`src/rtl/rau_pkg.sv`:
```
// Shared types, widths and operation codes for the rotor arithmetic unit.
// Depends on nothing; every other file refers to it by scoped names.
package rau_pkg;

    // Component format: signed Q2.14
    localparam int COMP_WIDTH = 16;
    localparam int FRAC_BITS  = 14;

    // Datapath widths: first products, first sums, second products, second sums
    localparam int PROD_W  = 2 * COMP_WIDTH;
    localparam int SUM1_W  = PROD_W + 2;
    localparam int PROD2_W = SUM1_W + COMP_WIDTH;
    localparam int SUM2_W  = PROD2_W + 2;

    // Operation codes carried in func
    localparam logic [1:0] FUNC_APPLY     = 2'd0;
    localparam logic [1:0] FUNC_APPLY_INV = 2'd1;
    localparam logic [1:0] FUNC_COMBINE   = 2'd2;
    localparam logic [1:0] FUNC_NONE      = 2'd3;

    typedef logic signed [COMP_WIDTH-1:0] comp_t;
    typedef logic signed [PROD_W-1:0]     prod_t;
    typedef logic signed [SUM1_W-1:0]     sum1_t;
    typedef logic signed [PROD2_W-1:0]    prod2_t;
    typedef logic signed [SUM2_W-1:0]     sum2_t;

    // Rounding offsets and saturation limits at the final stage
    localparam sum2_t HALF_VEC = sum2_t'(1) <<< (2 * FRAC_BITS - 1);
    localparam sum2_t HALF_ROT = sum2_t'(1) <<< (FRAC_BITS - 1);
    localparam sum2_t COMP_MAX = (sum2_t'(1) <<< (COMP_WIDTH - 1)) - sum2_t'(1);
    localparam sum2_t COMP_MIN = -COMP_MAX - sum2_t'(1);

    // Beat between front end (first products and sums) and back end
    typedef struct {
        logic [1:0] func;
        comp_t      rot [4];
        sum1_t      s   [4];
    } mid_t;

    // Beat between back end and the rounding stage
    typedef struct {
        logic [1:0] func;
        sum2_t      acc [4];
    } acc_t;

endpackage

```
`src/rtl/rau_if.sv`:
```


interface rau_out_if;
    logic               valid;
    logic               ready;
    rau_pkg::comp_t     res_a;
    rau_pkg::comp_t     res_b;
    rau_pkg::comp_t     res_c;
    rau_pkg::comp_t     res_d;
    logic               saturated;

    modport source (output valid, res_a, res_b, res_c, res_d, saturated, input ready);
    modport sink   (input valid, res_a, res_b, res_c, res_d, saturated, output ready);
endinterface

```
`src/rtl/rau_round.sv`:
```
// Output stage: round to nearest (ties up), saturate to the component range
// and hold the result beat, zeroed for FUNC_NONE. Depends on rau_pkg, rau_if.
module rau_round (
    input  logic            clk,
    input  logic            rst_n,
    input  rau_pkg::acc_t   acc,
    input  logic            acc_valid,
    output logic            acc_ready,
    rau_out_if.source       res
);

    logic                   v5_reg;
    rau_pkg::comp_t         res_reg [4];
    logic                   sat_reg;

    rau_pkg::comp_t         res_next [4];
    logic                   sat_next;
    rau_pkg::sum2_t         rnd [4];
    logic                   adv5;

    assign adv5      = !v5_reg || res.ready;
    assign acc_ready = adv5;
    assign res.valid     = v5_reg;
    assign res.res_a     = res_reg[0];
    assign res.res_b     = res_reg[1];
    assign res.res_c     = res_reg[2];
    assign res.res_d     = res_reg[3];
    assign res.saturated = sat_reg;

    // Round, clip, collect the saturation flag
    always_comb
    begin
        sat_next = 1'b0;
        for (int i = 0; i < 4; i++)
        begin
            if (acc.func == rau_pkg::FUNC_COMBINE)
            begin
                rnd[i] = (acc.acc[i] + rau_pkg::HALF_ROT) >>> rau_pkg::FRAC_BITS;
            end
            else
            begin
                rnd[i] = (acc.acc[i] + rau_pkg::HALF_VEC) >>> (2 * rau_pkg::FRAC_BITS);
            end
            if (acc.func == rau_pkg::FUNC_NONE)
            begin
                res_next[i] = '0;
            end
            else if (rnd[i] > rau_pkg::COMP_MAX)
            begin
                res_next[i] = rau_pkg::comp_t'(rau_pkg::COMP_MAX);
                sat_next    = 1'b1;
            end
            else if (rnd[i] < rau_pkg::COMP_MIN)
            begin
                res_next[i] = rau_pkg::comp_t'(rau_pkg::COMP_MIN);
                sat_next    = 1'b1;
            end
            else
            begin
                res_next[i] = rau_pkg::comp_t'(rnd[i]);
            end
        end
    end

    // Valid bit
    always_ff @(posedge clk or negedge rst_n)
    begin
        if (!rst_n)
        begin
            v5_reg <= 1'b0;
        end
        else if (adv5)
        begin
            v5_reg <= acc_valid;
        end
    end

    // Result payload
    always_ff @(posedge clk)
    begin
        if (adv5)
        begin
            res_reg <= res_next;
            sat_reg <= sat_next;
        end
    end

endmodule
```
`src/flat_wrapper.sv`:
```
// flat-port wrapper written by rule: the top's interface ports become plain ports
module rau_round_flat 
  (clk, rst_n, acc, acc_valid, acc_ready, res_valid, res_res_a, res_res_b, res_res_c, res_res_d, res_saturated, res_ready);
  rau_out_if res_i ();
  input  logic clk;
  input  logic rst_n;
  input  rau_pkg::acc_t acc;
  input  logic acc_valid;
  output logic acc_ready;
  output wire logic [$bits(res_i.valid)-1:0] res_valid;
  output wire logic [$bits(res_i.res_a)-1:0] res_res_a;
  output wire logic [$bits(res_i.res_b)-1:0] res_res_b;
  output wire logic [$bits(res_i.res_c)-1:0] res_res_c;
  output wire logic [$bits(res_i.res_d)-1:0] res_res_d;
  output wire logic [$bits(res_i.saturated)-1:0] res_saturated;
  input wire logic [$bits(res_i.ready)-1:0] res_ready;
  assign res_valid = res_i.valid;
  assign res_res_a = res_i.res_a;
  assign res_res_b = res_i.res_b;
  assign res_res_c = res_i.res_c;
  assign res_res_d = res_i.res_d;
  assign res_saturated = res_i.saturated;
  assign res_i.ready = res_ready;
  rau_round u_core (.clk(clk), .rst_n(rst_n), .acc(acc), .acc_valid(acc_valid), .acc_ready(acc_ready), .res(res_i));
endmodule
```
`config.mk`:
```
export PLATFORM = sky130hd
export DESIGN_NAME = rau_round_flat
export DESIGN_NICKNAME = d
export VERILOG_FILES = /design/src/rtl/rau_pkg.sv /design/src/rtl/rau_if.sv /design/src/rtl/rau_round.sv /design/src/flat_wrapper.sv
export SDC_FILE = /design/constraint.sdc
export NUM_CORES = 1
export LEC_CHECK = 0
export BUFFER_PORTS_ARGS = -buffer_cell sky130_fd_sc_hd__buf_2
export CORE_UTILIZATION = 48
export DETAILED_ROUTE_END_ITERATION = 8
export MAX_ROUTING_LAYER = met4
export PLACE_DENSITY = 0.9
export SLEW_MARGIN = 20
export SYNTH_ARGS = -nofsm -noshare
export SYNTH_HDL_FRONTEND = slang
export SYNTH_SLANG_ARGS = --single-unit
export TNS_END_PERCENT = 5
```
`constraint.sdc`:
```
create_clock -name clk -period 2.2 [get_ports clk]
set_input_delay 0.22 -clock clk [delete_from_list [all_inputs] [get_ports clk]]
set_output_delay 0.22 -clock clk [all_outputs]
set_load 0.1 [all_outputs]
```
==> impl.org, run 1 <==
** Clock network
- Counting along the longest clock path gives a buffer depth of 2.
- Clock tree synthesis inserted a total of 9 buffers.
- The H-tree was split into 3 levels.
- Clk Latency, worst-skew pair :: 0.33 ns
- The clock net in this run drives a total of 66 sinks.
- Root Buffer Master :: clkbuf_16
- After clock tree synthesis, the clock-pin slew on the worst setup and hold paths is ~0.060 ns.
- TritonCTS built the clock tree.

** Worst hold path
- Worst Hold Class :: input port to flip-flop
- The worst hold path terminates at u_core.res.valid.
- In this run the most critical hold path is launched from acc_valid.
- Worst hold stages :: 2

** Pwr
- Worst voltage drop across the vdd grid :: approximately 0.35 mV
- Of the total power, the clock network draws 0.240.
- Of the total power, registers draw 0.277.
- Power Dens Cells :: about 410 nW/um^2
- Int Pwr :: 3300 uW
- Power comes to 5720 uW.
- Of the total power, the share spent switching nets is 0.423.
- The analysis attributes to net switching a power of about 2400 uW.
- Of the total power, combinational logic draws 0.483.
- The analysis attributes to cell leakage a power of 0.00614 uW.

** Synthesis
- Count of state elements after synthesis :: 66
- Primary FF master, synth :: edfxtp_1
- Yosys printed 0 warnings.
- After synthesis, the cell types taking the most area are edfxtp_1 (22%), xor2_1 (13%), xnor2_1 (8.5%), nand2_1 (7.5%), nand4_1 (5.0%).
- Post-synthesis async set-or-reset flop share :: 0.0152
- The share of synthesized area in the top cell type comes to 0.215.
- Post-synthesis average cell area :: around 7.6 um^2
- The number of different library cells used by synthesis comes to 82.
- Synthesis produced a netlist with a net count of 1419.
- The cell count after synthesis came out at 1196.
- Sequential-to-total area share from yosys stat :: 0.218
- Combined area of all synthesized cells :: 9060 um^2
- The synthesized design spends more area on one cell type than any other, namely edfxtp_1.
- In this run, synthesis inferred 65 flip-flops with an integrated enable.

** Die
- For this configuration, the core starts out at a cell density of 0.498.
- Die Span Y :: between 100 and 150 um
- Count of boundary I/O pins :: 281
- Number of core rows :: 49
- Die outline area :: just under 20000 um^2
- The core region is 18200 um^2.
- From left edge to right edge, the die measures 139 um.

** Drt
- In the final routed layout, each cell accounts on average for 19.0 um.
- The first TritonRoute pass finished after 9 iterations.
- Count of nets left with antenna violations after detail routing :: 0
- After detailed routing, the number of remaining DRC violations is 1.
- Number of DRC violations after detailed-routing iteration 0 :: 1407
- Vias :: ~12000
- Vias per std cell :: 6.20
- Final wirelength :: 38000 um

** Setup path
- Kind of critical path :: input port to flip-flop
- Setup slack on the worst reg-to-reg path comes out at 0.79 ns.
- For the worst setup path, the data required time is approximately 2.3 ns.
- Largest fanout of any net on the critical path :: 6
- The most critical setup path has its startpoint at acc[69].
- Traced cell by cell, the critical path runs through buf_2 > nand4_1 > buf_4 > nor2_1 > nand2_1 > nor2_2 > xor2_1 > or3b_2 > o31a_1 > o41a_1 > buf_6 > and2_4 > a21o_1.
- The largest single stage delay on the critical path is 0.49 ns.
- At the worst endpoint, the arrival time is 3.10 ns.
- The worst setup path is captured at a flip-flop.
- In this run the critical register-to-register path is launched from u_core.res.valid.
- Setup crit start kind :: input port
- The worst register-to-register path has a depth of 2.
- Worst reg2reg endpoint :: u_core.res.res_c[11]
- The slowest stage of the critical path is the o41a_1 cell.

** Layout
- The area growth from synthesis to layout is 54.7%.
- Of the cells placed in the final design, the portion with a size suffix greater than 1 is 0.417.
- After routing the design area is 14000 um^2.
- Share of the core filled with cells in the final layout :: 0.770
- Number of diodes :: 0
- After the last flow step, the layout net total stands at 1987.

** GRT
- Global-route wire length before repair :: 57800 um
- Total grt overflow :: 0
- The initial antenna violation count came to 0.
- Entering global routing, the biggest net connects 41 pins.
- GRT Util Overall :: 0.379
- Number of global-route vias before repair :: approximately 12000

** STA
- Timing would allow up to 0.332 GHz.
- Number of endpoints with negative hold slack in the final report :: 0
- Dividing the final minimum period by the clock period gives 1.37.
- Clock period minus final worst setup slack :: 3.01 ns
- Worst-margin pin slew :: about 0.52 ns
- Worst slew margin relative to its limit :: 0.655
- Unrepaired setup endpoints after global routing :: yes
- The final-report max-slew violation count came to 0.
- Setup violations remaining at the end of the flow were counted as slightly above 60.
- Clock skew after layout :: 0.00632 ns
- The tightest hold path in the finished design has a slack of 0.0917 ns.
- After layout, the worst setup slack is -0.814 ns.

** Outcome
- Violated checks :: DRC, setup timing
- The flow ran to the end, but the final reports show violations.

** Run
- Max-cap violations in this run came to 0.

** Placement
- The wire-length estimate of the detail-placed layout is 28100 um.
- Global placement routability congestion :: ~1.1
- After detailed placement, the total cell area comes to about 13000 um^2.
- Prior to clock tree synthesis, the placed netlist has a worst setup slack of -1.27 ns.
- In this run the tool buffered the top-level ports with 228 buffer cells.
==> sequential cells by signal (all words and copies together), names as in the netlist <==
register and flops:
u_core.res.res_c 16, u_core.res.res_d 16, u_core.res.res_b 16, u_core.res.res_a 16, u_core.res.saturated 1, u_core.res.valid 1
==> repair_timing <==
item | in CTS | in global routing
setup buffers | 10 | 6
hold endpoints to repair | 1 | 0
resized for setup | 46 | 37
cloned | 1 | 0
pin swaps | 29 | 27
hold buffers | 1 | 0
endpoints found under the setup margin | 62 | 63
==> layout make-up <==
cell class,count,area (um^2)
Multi-Input combinational cell,1039,7070
Timing Repair Buffer,638,4380
Fill cell,1151,4180
Sequential cell,66,1980
Tap cell,229,287
Clock buffer,11,233
Clock inverter,5,45.0
Inverter,10,37.5
==> cell families (layout without fill, tap and decap cells) <==
group | Yosys count | count (layout) | synth area share
adders and majority gates | 9 | 9 | 0.0124
and+or+nand+nor | 576 | 577 | 0.325
DFF | 66 | 66 | 0.218
muxes | 22 | 22 | 0.0246
AOI/OAI and AO/OA | 210 | 210 | 0.157
buffers and inverters | 92 | 664 | 0.0493
xor gates and xnor gates | 221 | 221 | 0.214
==> power by group through the flow <==
stage / combinational (uW) / clock (uW) / sequential [uW]
after floorplan: 781 / 0 / 2470
after global placement: 2540 / 0 / 1610
after detailed placement: 2610 / 0 / 1610
after CTS: 2660 / 1380 / 1580
after global routing: 2880 / 1430 / 1590
final: 2760 / 1380 / 1580
==> per-layer routing <==
layer | up-vias | routed length [um] | GRT usage
met3 | 284 | 3490 | 0.0650
li1 | 5475 | - | -
met4 | 0 | 2550 | 0.255
met5 | - | 0 | -
met1 | 5682 | 13400 | 0.396
met2 | 956 | 18600 | 0.656
==> cell usage after synthesis (3+ instances only) <==
| master | instances |
|---|---|
| buf_6 | 8 |
| a21oi_1 | 44 |
| or3_1 | 4 |
| o21a_1 | 7 |
| buf_1 | 6 |
| nor4_2 | 4 |
| and4_1 | 11 |
| ha_1 | 9 |
| o2111ai_1 | 5 |
| nand4b_1 | 3 |
| nor3_1 | 28 |
| xnor2_1 | 88 |
| nor3b_1 | 3 |
| nor4bb_1 | 3 |
| and2_1 | 3 |
| a31o_2 | 9 |
| inv_1 | 10 |
| mux2i_1 | 20 |
| xor2_1 | 133 |
| nand3_1 | 82 |
| o31ai_1 | 4 |
| edfxtp_1 | 65 |
| clkbuf_1 | 43 |
| nand2_1 | 180 |
| a2bb2oi_1 | 4 |
| o21ai_1 | 3 |
| and3_1 | 32 |
| nand2b_1 | 10 |
| a31oi_1 | 7 |
| a41oi_1 | 7 |
| o211ai_1 | 7 |
| o21ai_0 | 51 |
| nor4_1 | 25 |
| a21o_1 | 37 |
| nand4_1 | 73 |
| nor2_1 | 93 |
| buf_2 | 19 |
| buf_4 | 4 |
==> critical path: cells and delay by family <==
family                 cells  cell delay [ns]
buffers and inverters      3             0.47
AO/OA/AOI/OAI              3             0.89
AND/OR/NAND/NOR            6             1.39
XOR/XNOR                   1             0.12
==> cell usage in the layout, fill, tap and decap left out, types with 7 or more instances in the layout <==
master / Yosys / layout
mux2i_1: 20 / 19
buf_6: 8 / 14
o21a_1: 7 / 7
buf_4: 4 / 396
nand2_1: 180 / 176
a21oi_1: 44 / 43
nor3_1: 28 / 26
edfxtp_1: 65 / 65
a21o_1: 37 / 37
o211ai_1: 7 / 7
clkbuf_16: 0 / 9
nand4_1: 73 / 73
inv_1: 10 / 10
and3_1: 32 / 31
o21ai_0: 51 / 49
buf_2: 19 / 220
and4_1: 11 / 11
xnor2_1: 88 / 87
nor2_1: 93 / 87
nor4_4: 1 / 7
nand3_1: 82 / 78
nor4_2: 4 / 14
xor2_1: 133 / 127
nor4_1: 25 / 9
a31o_2: 9 / 9
nand2b_1: 10 / 8
==> how the worst max path moves through the flow <==
stage,end,slack (ns),cells after the start
2_1_floorplan,u_core.res.res_c[14],-0.79,13
3_3_place_gp,u_core.res.res_c[11],-1.04,14
3_5_place_dp,u_core.res.res_c[11],-1.27,14
4_1_cts,u_core.res.res_c[8],-0.63,15
5_1_grt,u_core.res.res_d[6],-1.03,14
6_report,u_core.res.res_c[8],-0.81,13
==> through the flow <==
stage	std cells	TNS (ns)
after floorplan	1196	-44.38
after global placement	1965	-57.79
after detailed placement	1965	-65.26
after CTS	1992	-31.10
after global routing	1998	-52.95
final	1998	-43.06
No activity file was read; power rests on OpenSTA's default activity.
==> inputs of run 2 (changes only) <==
- CELL_PAD_IN_SITES_DETAIL_PLACEMENT: unset -> 0
- CELL_PAD_IN_SITES_GLOBAL_PLACEMENT: unset -> 1
- CORE_UTILIZATION: 48 -> 34
- PLACE_DENSITY: 0.9 -> 0.89
==> run 2 against run 1 <==
  * The flow still finishes with violations (DRC, setup timing)
  * Combinational power increased by 2%
  * Critical path type unchanged
  * Total power is 1.2% lower
  * Fmax rose by 9.6%
  * Count of clock-buffer cells in the layout is 1 lower
  * Clock skew decreased by 0.0026 ns
  * Design area grew 5.3%
==> impl.org, run 2 (synthesis results as in run 1) <==
** STA
- Final Cycle Share :: 1.25 (was 1.37)
- Number of pins with negative max-slew slack in the final report :: 0 (unchanged)
- Unrepaired setup endpoints after global routing :: yes (unchanged)
- The setup slack of the critical path after layout is -0.549 ns (was -0.814 ns).
- The worst hold-check slack came to 0.0708 ns (was 0.0917 ns).
- Clock period minus final worst setup slack :: 2.75 ns (was 3.01 ns)
- Number of endpoints with negative hold slack in the final report :: 0 (unchanged)
- Worst-margin pin slew :: 0.513 ns (was 0.522 ns)
- Clock skew after layout :: 0.00371 ns (was 0.00632 ns)
- Worst slew margin relative to its limit :: 0.660 (was 0.655)
- The number of failing setup endpoints in the final timing report was 62 (unchanged).
- Max Clock Freq :: 0.364 GHz (was 0.332 GHz)

** Outcome
- Status: finished with violations (unchanged).
- Violated checks :: DRC, setup timing (unchanged)

** Die
- Core region area :: 26100 um^2 (was 18200 um^2)
- The number of cell rows came to 59 (was 49).
- Die outline area :: 27300 um^2 (was 19400 um^2)
- Initial core utilization :: 0.347 (was 0.498)
- Count of boundary I/O pins :: 281 (unchanged)
- The horizontal die dimension came to 165 um (was 139 um).
- Die Span Y :: 165 um (was 139 um)

** Layout
- The number of non-filler instances in the completed layout is 2135 (was 1998).
- The number of fill cells is 2342 (was 1151).
- Count of nets after finishing :: 2018 (was 1987)
- Proportion of layout cells with a drive suffix above 1 :: 0.441 (was 0.417)
- Post-synthesis to final-layout area growth :: 62.9% (was 54.7%)
- Commonest cells after routing, fill and taps aside: buf_4 (417), buf_2 (196), nand2_1 (175), xor2_1 (127), xnor2_1 (87) (was buf_4 (396), buf_2 (220), nand2_1 (176), xor2_1 (127)).
- The most common library cell in the layout ignoring fill and taps is buf_4 (unchanged).

** Pwr
- Int Pwr :: 3240 uW (was 3300 uW)
- The total power of the final layout was 5650 uW (was 5720 uW).
- The power density over cell area is 383 nW/um^2 (was 408 nW/um^2).
- Static leakage power :: 0.00639 uW (was 0.00614 uW)
- Sequential share of power :: 0.280 (was 0.277)
- Worst voltage drop across the vdd grid :: 0.201 mV (was 0.351 mV)
- The switching power total was 2410 uW (was 2420 uW).
- The fraction of power consumed by combinational cells is 0.496 (was 0.483).
- Clock group share of total power :: 0.224 (was 0.240)
- Switch share :: 0.426 (was 0.423)

** Setup path
- CP arrival :: 2.83 ns (was 3.10 ns)
- Setup crit start kind :: input port (unchanged)
- The data required time of the worst path was 2.28 ns (about the same).
- Startpoint of the lowest-slack register-to-register path :: u_core.res.valid (unchanged)
- Register-to-Register Setup Slack :: 0.91 ns (was 0.79 ns)
- Number of cells on the worst reg-to-reg path :: 2 (unchanged)
- Kind of critical path :: input port to flip-flop (unchanged)
- Element type at the critical path end :: flip-flop (unchanged)
- The largest fanout on the critical path is 6 (unchanged).
- Worst reg2reg endpoint :: u_core.res.res_a[9] (was u_core.res.res_c[11])

** GRT
- The aggregate global routing overflow is 0 (unchanged).
- The global-route usage over all layers came to 0.264 (was 0.379).
- The initial antenna violation count was 1 (was 0).
- Pin count of the biggest net entering global routing :: 39 (was 41)
- Number of global-route vias before repair :: 11436 (was 12241)
- The wire length of the first global-routing pass was 55600 um (was 57800 um).

** Placement
- The minimum setup slack after placement came to -1.04 ns (was -1.27 ns).
- The estimated wirelength of the detail-placed design was 27900 um (was 28100 um).
- Global placement routability congestion :: 1.01 (was 1.09)
- IO buf count :: 228 (unchanged)
- Placed cell count :: 2082 (was 1965)

** Clock network
- The number of CTS-inserted buffers came to 9 (unchanged).
- H-tree depth :: 3 (unchanged)
- Root Buffer Master :: clkbuf_16 (unchanged)
- Buffer depth of the longest clock path :: 2 (unchanged)
- Clock input transition at the sequential cells of the worst setup and hold paths :: 0.06 ns (about the same)
- The clock tree from TritonCTS is built (unchanged).
- Clk Latency, worst-skew pair :: 0.34 ns (was 0.33 ns)
- The clock sink count was 66 (unchanged).

** Worst hold path
- Launch point of the worst hold path :: acc_valid (unchanged)
- The number of instances on the worst hold path is 2 (unchanged).
- The class of the tightest hold or removal check was input port to flip-flop (unchanged).
- Terminating pin of the worst hold path :: u_core.res.valid (unchanged)

** Drt
- The via count of the routed design came to 11528 (was 12397).
- The total wire length after detailed routing was 36000 um (was 38000 um).
- Detailed-routing iteration count for the pre-antenna-repair pass :: 8 (was 9)
- Remaining routing DRC violations :: 42 (was 1)
- The number of antenna-violating nets in the routed design was 0 (unchanged).
- The mean routed wirelength per cell was 16.9 um (was 19.0 um).
- The detail-routed via count per cell was 5.40 (was 6.20).
- The starting DRC count in detailed routing came to 800 (was 1407).

** Run
- The total of max-cap violations was 0 (unchanged).
run 2: cell count changes in the layout (fill, tap and decap cells not counted), moves of 5 or more:
cell	delta
buf_6	+29
nor3_2	+5
nor3_1	-6
nand3_1	-6
buf_2	-24
buf_4	+21
run 2: worst max-delay path by stage:
stage                                 endpoint    start  slack, ns  cells past startpoint
after floorplan           u_core.res.res_c[14]  acc[91]      -0.79                     13
final                     u_core.res.saturated  acc[72]      -0.55                     13
after CTS                 u_core.res.saturated  acc[71]      -0.52                     11
after detailed placement  u_core.res.saturated  acc[79]      -1.04                     13
after global routing      u_core.res.saturated  acc[72]      -0.71                     13
after global placement    u_core.res.saturated  acc[79]       -1.0                     13
run 2: metal layers:
metal	global-route usage	routed length (um)	vias to the layer above
met2	0.462	17900	460
li1	-	-	5529
met5	-	0	-
met1	0.303	14900	5444
met3	0.0380	2170	95
met4	0.106	1090	0
run 2: cell type report:
type	instances	area, um^2	share of cell area
Multi-Input combinational cell	1038	7230	0.490
Timing Repair Buffer	670	4840	0.328
Sequential cell	66	1980	0.134
Tap cell	335	419	0.0284
Clock buffer	10	229	0.0155
Inverter	10	37.5	0.00254
Clock inverter	5	22.5	0.00153
Antenna cell	1	2.50	0.000170
run 2: worst max-delay path, cell delays in order:
cell and delay (ns):
buf_6 0.07, nand4_1 0.15, buf_4 0.20, nor4_4 0.30, buf_6 0.17, nand2_1 0.06, xor2_1 0.15, nand2_1 0.13
nor4_4 0.27, a31oi_1 0.14, o41a_1 0.53, nor4_1 0.28, a41oi_1 0.14
run 2: repair_timing:
action	4_1_cts	5_1_grt
resized for setup	132	37
hold buffers	1	0
endpoints found under the hold margin	1	0
setup endpoints to repair	62	63
cloned	1	0
setup buffers	32	4
pin swaps	68	25
run 2: per-stage QoR:
stage	utilization	setup TNS (ns)	cell area (um^2)
2_1_floorplan	-	-44.38	9140
3_3_place_gp	0.514	-56.63	13400
3_5_place_dp	0.514	-59.33	13400
6_report	0.565	-27.10	14800
4_1_cts	0.557	-23.87	14600
5_1_grt	0.565	-35.45	14800
run 2: power by group through the flow:
stage | registers, uW | clock network [uW] | logic, uW
6_report | 1580 | 1270 | 2810
5_1_grt | 1590 | 1330 | 2960
4_1_cts | 1580 | 1280 | 2750
3_5_place_dp | 1610 | 0 | 2620
3_3_place_gp | 1610 | 0 | 2590
2_1_floorplan | 2470 | 0 | 781
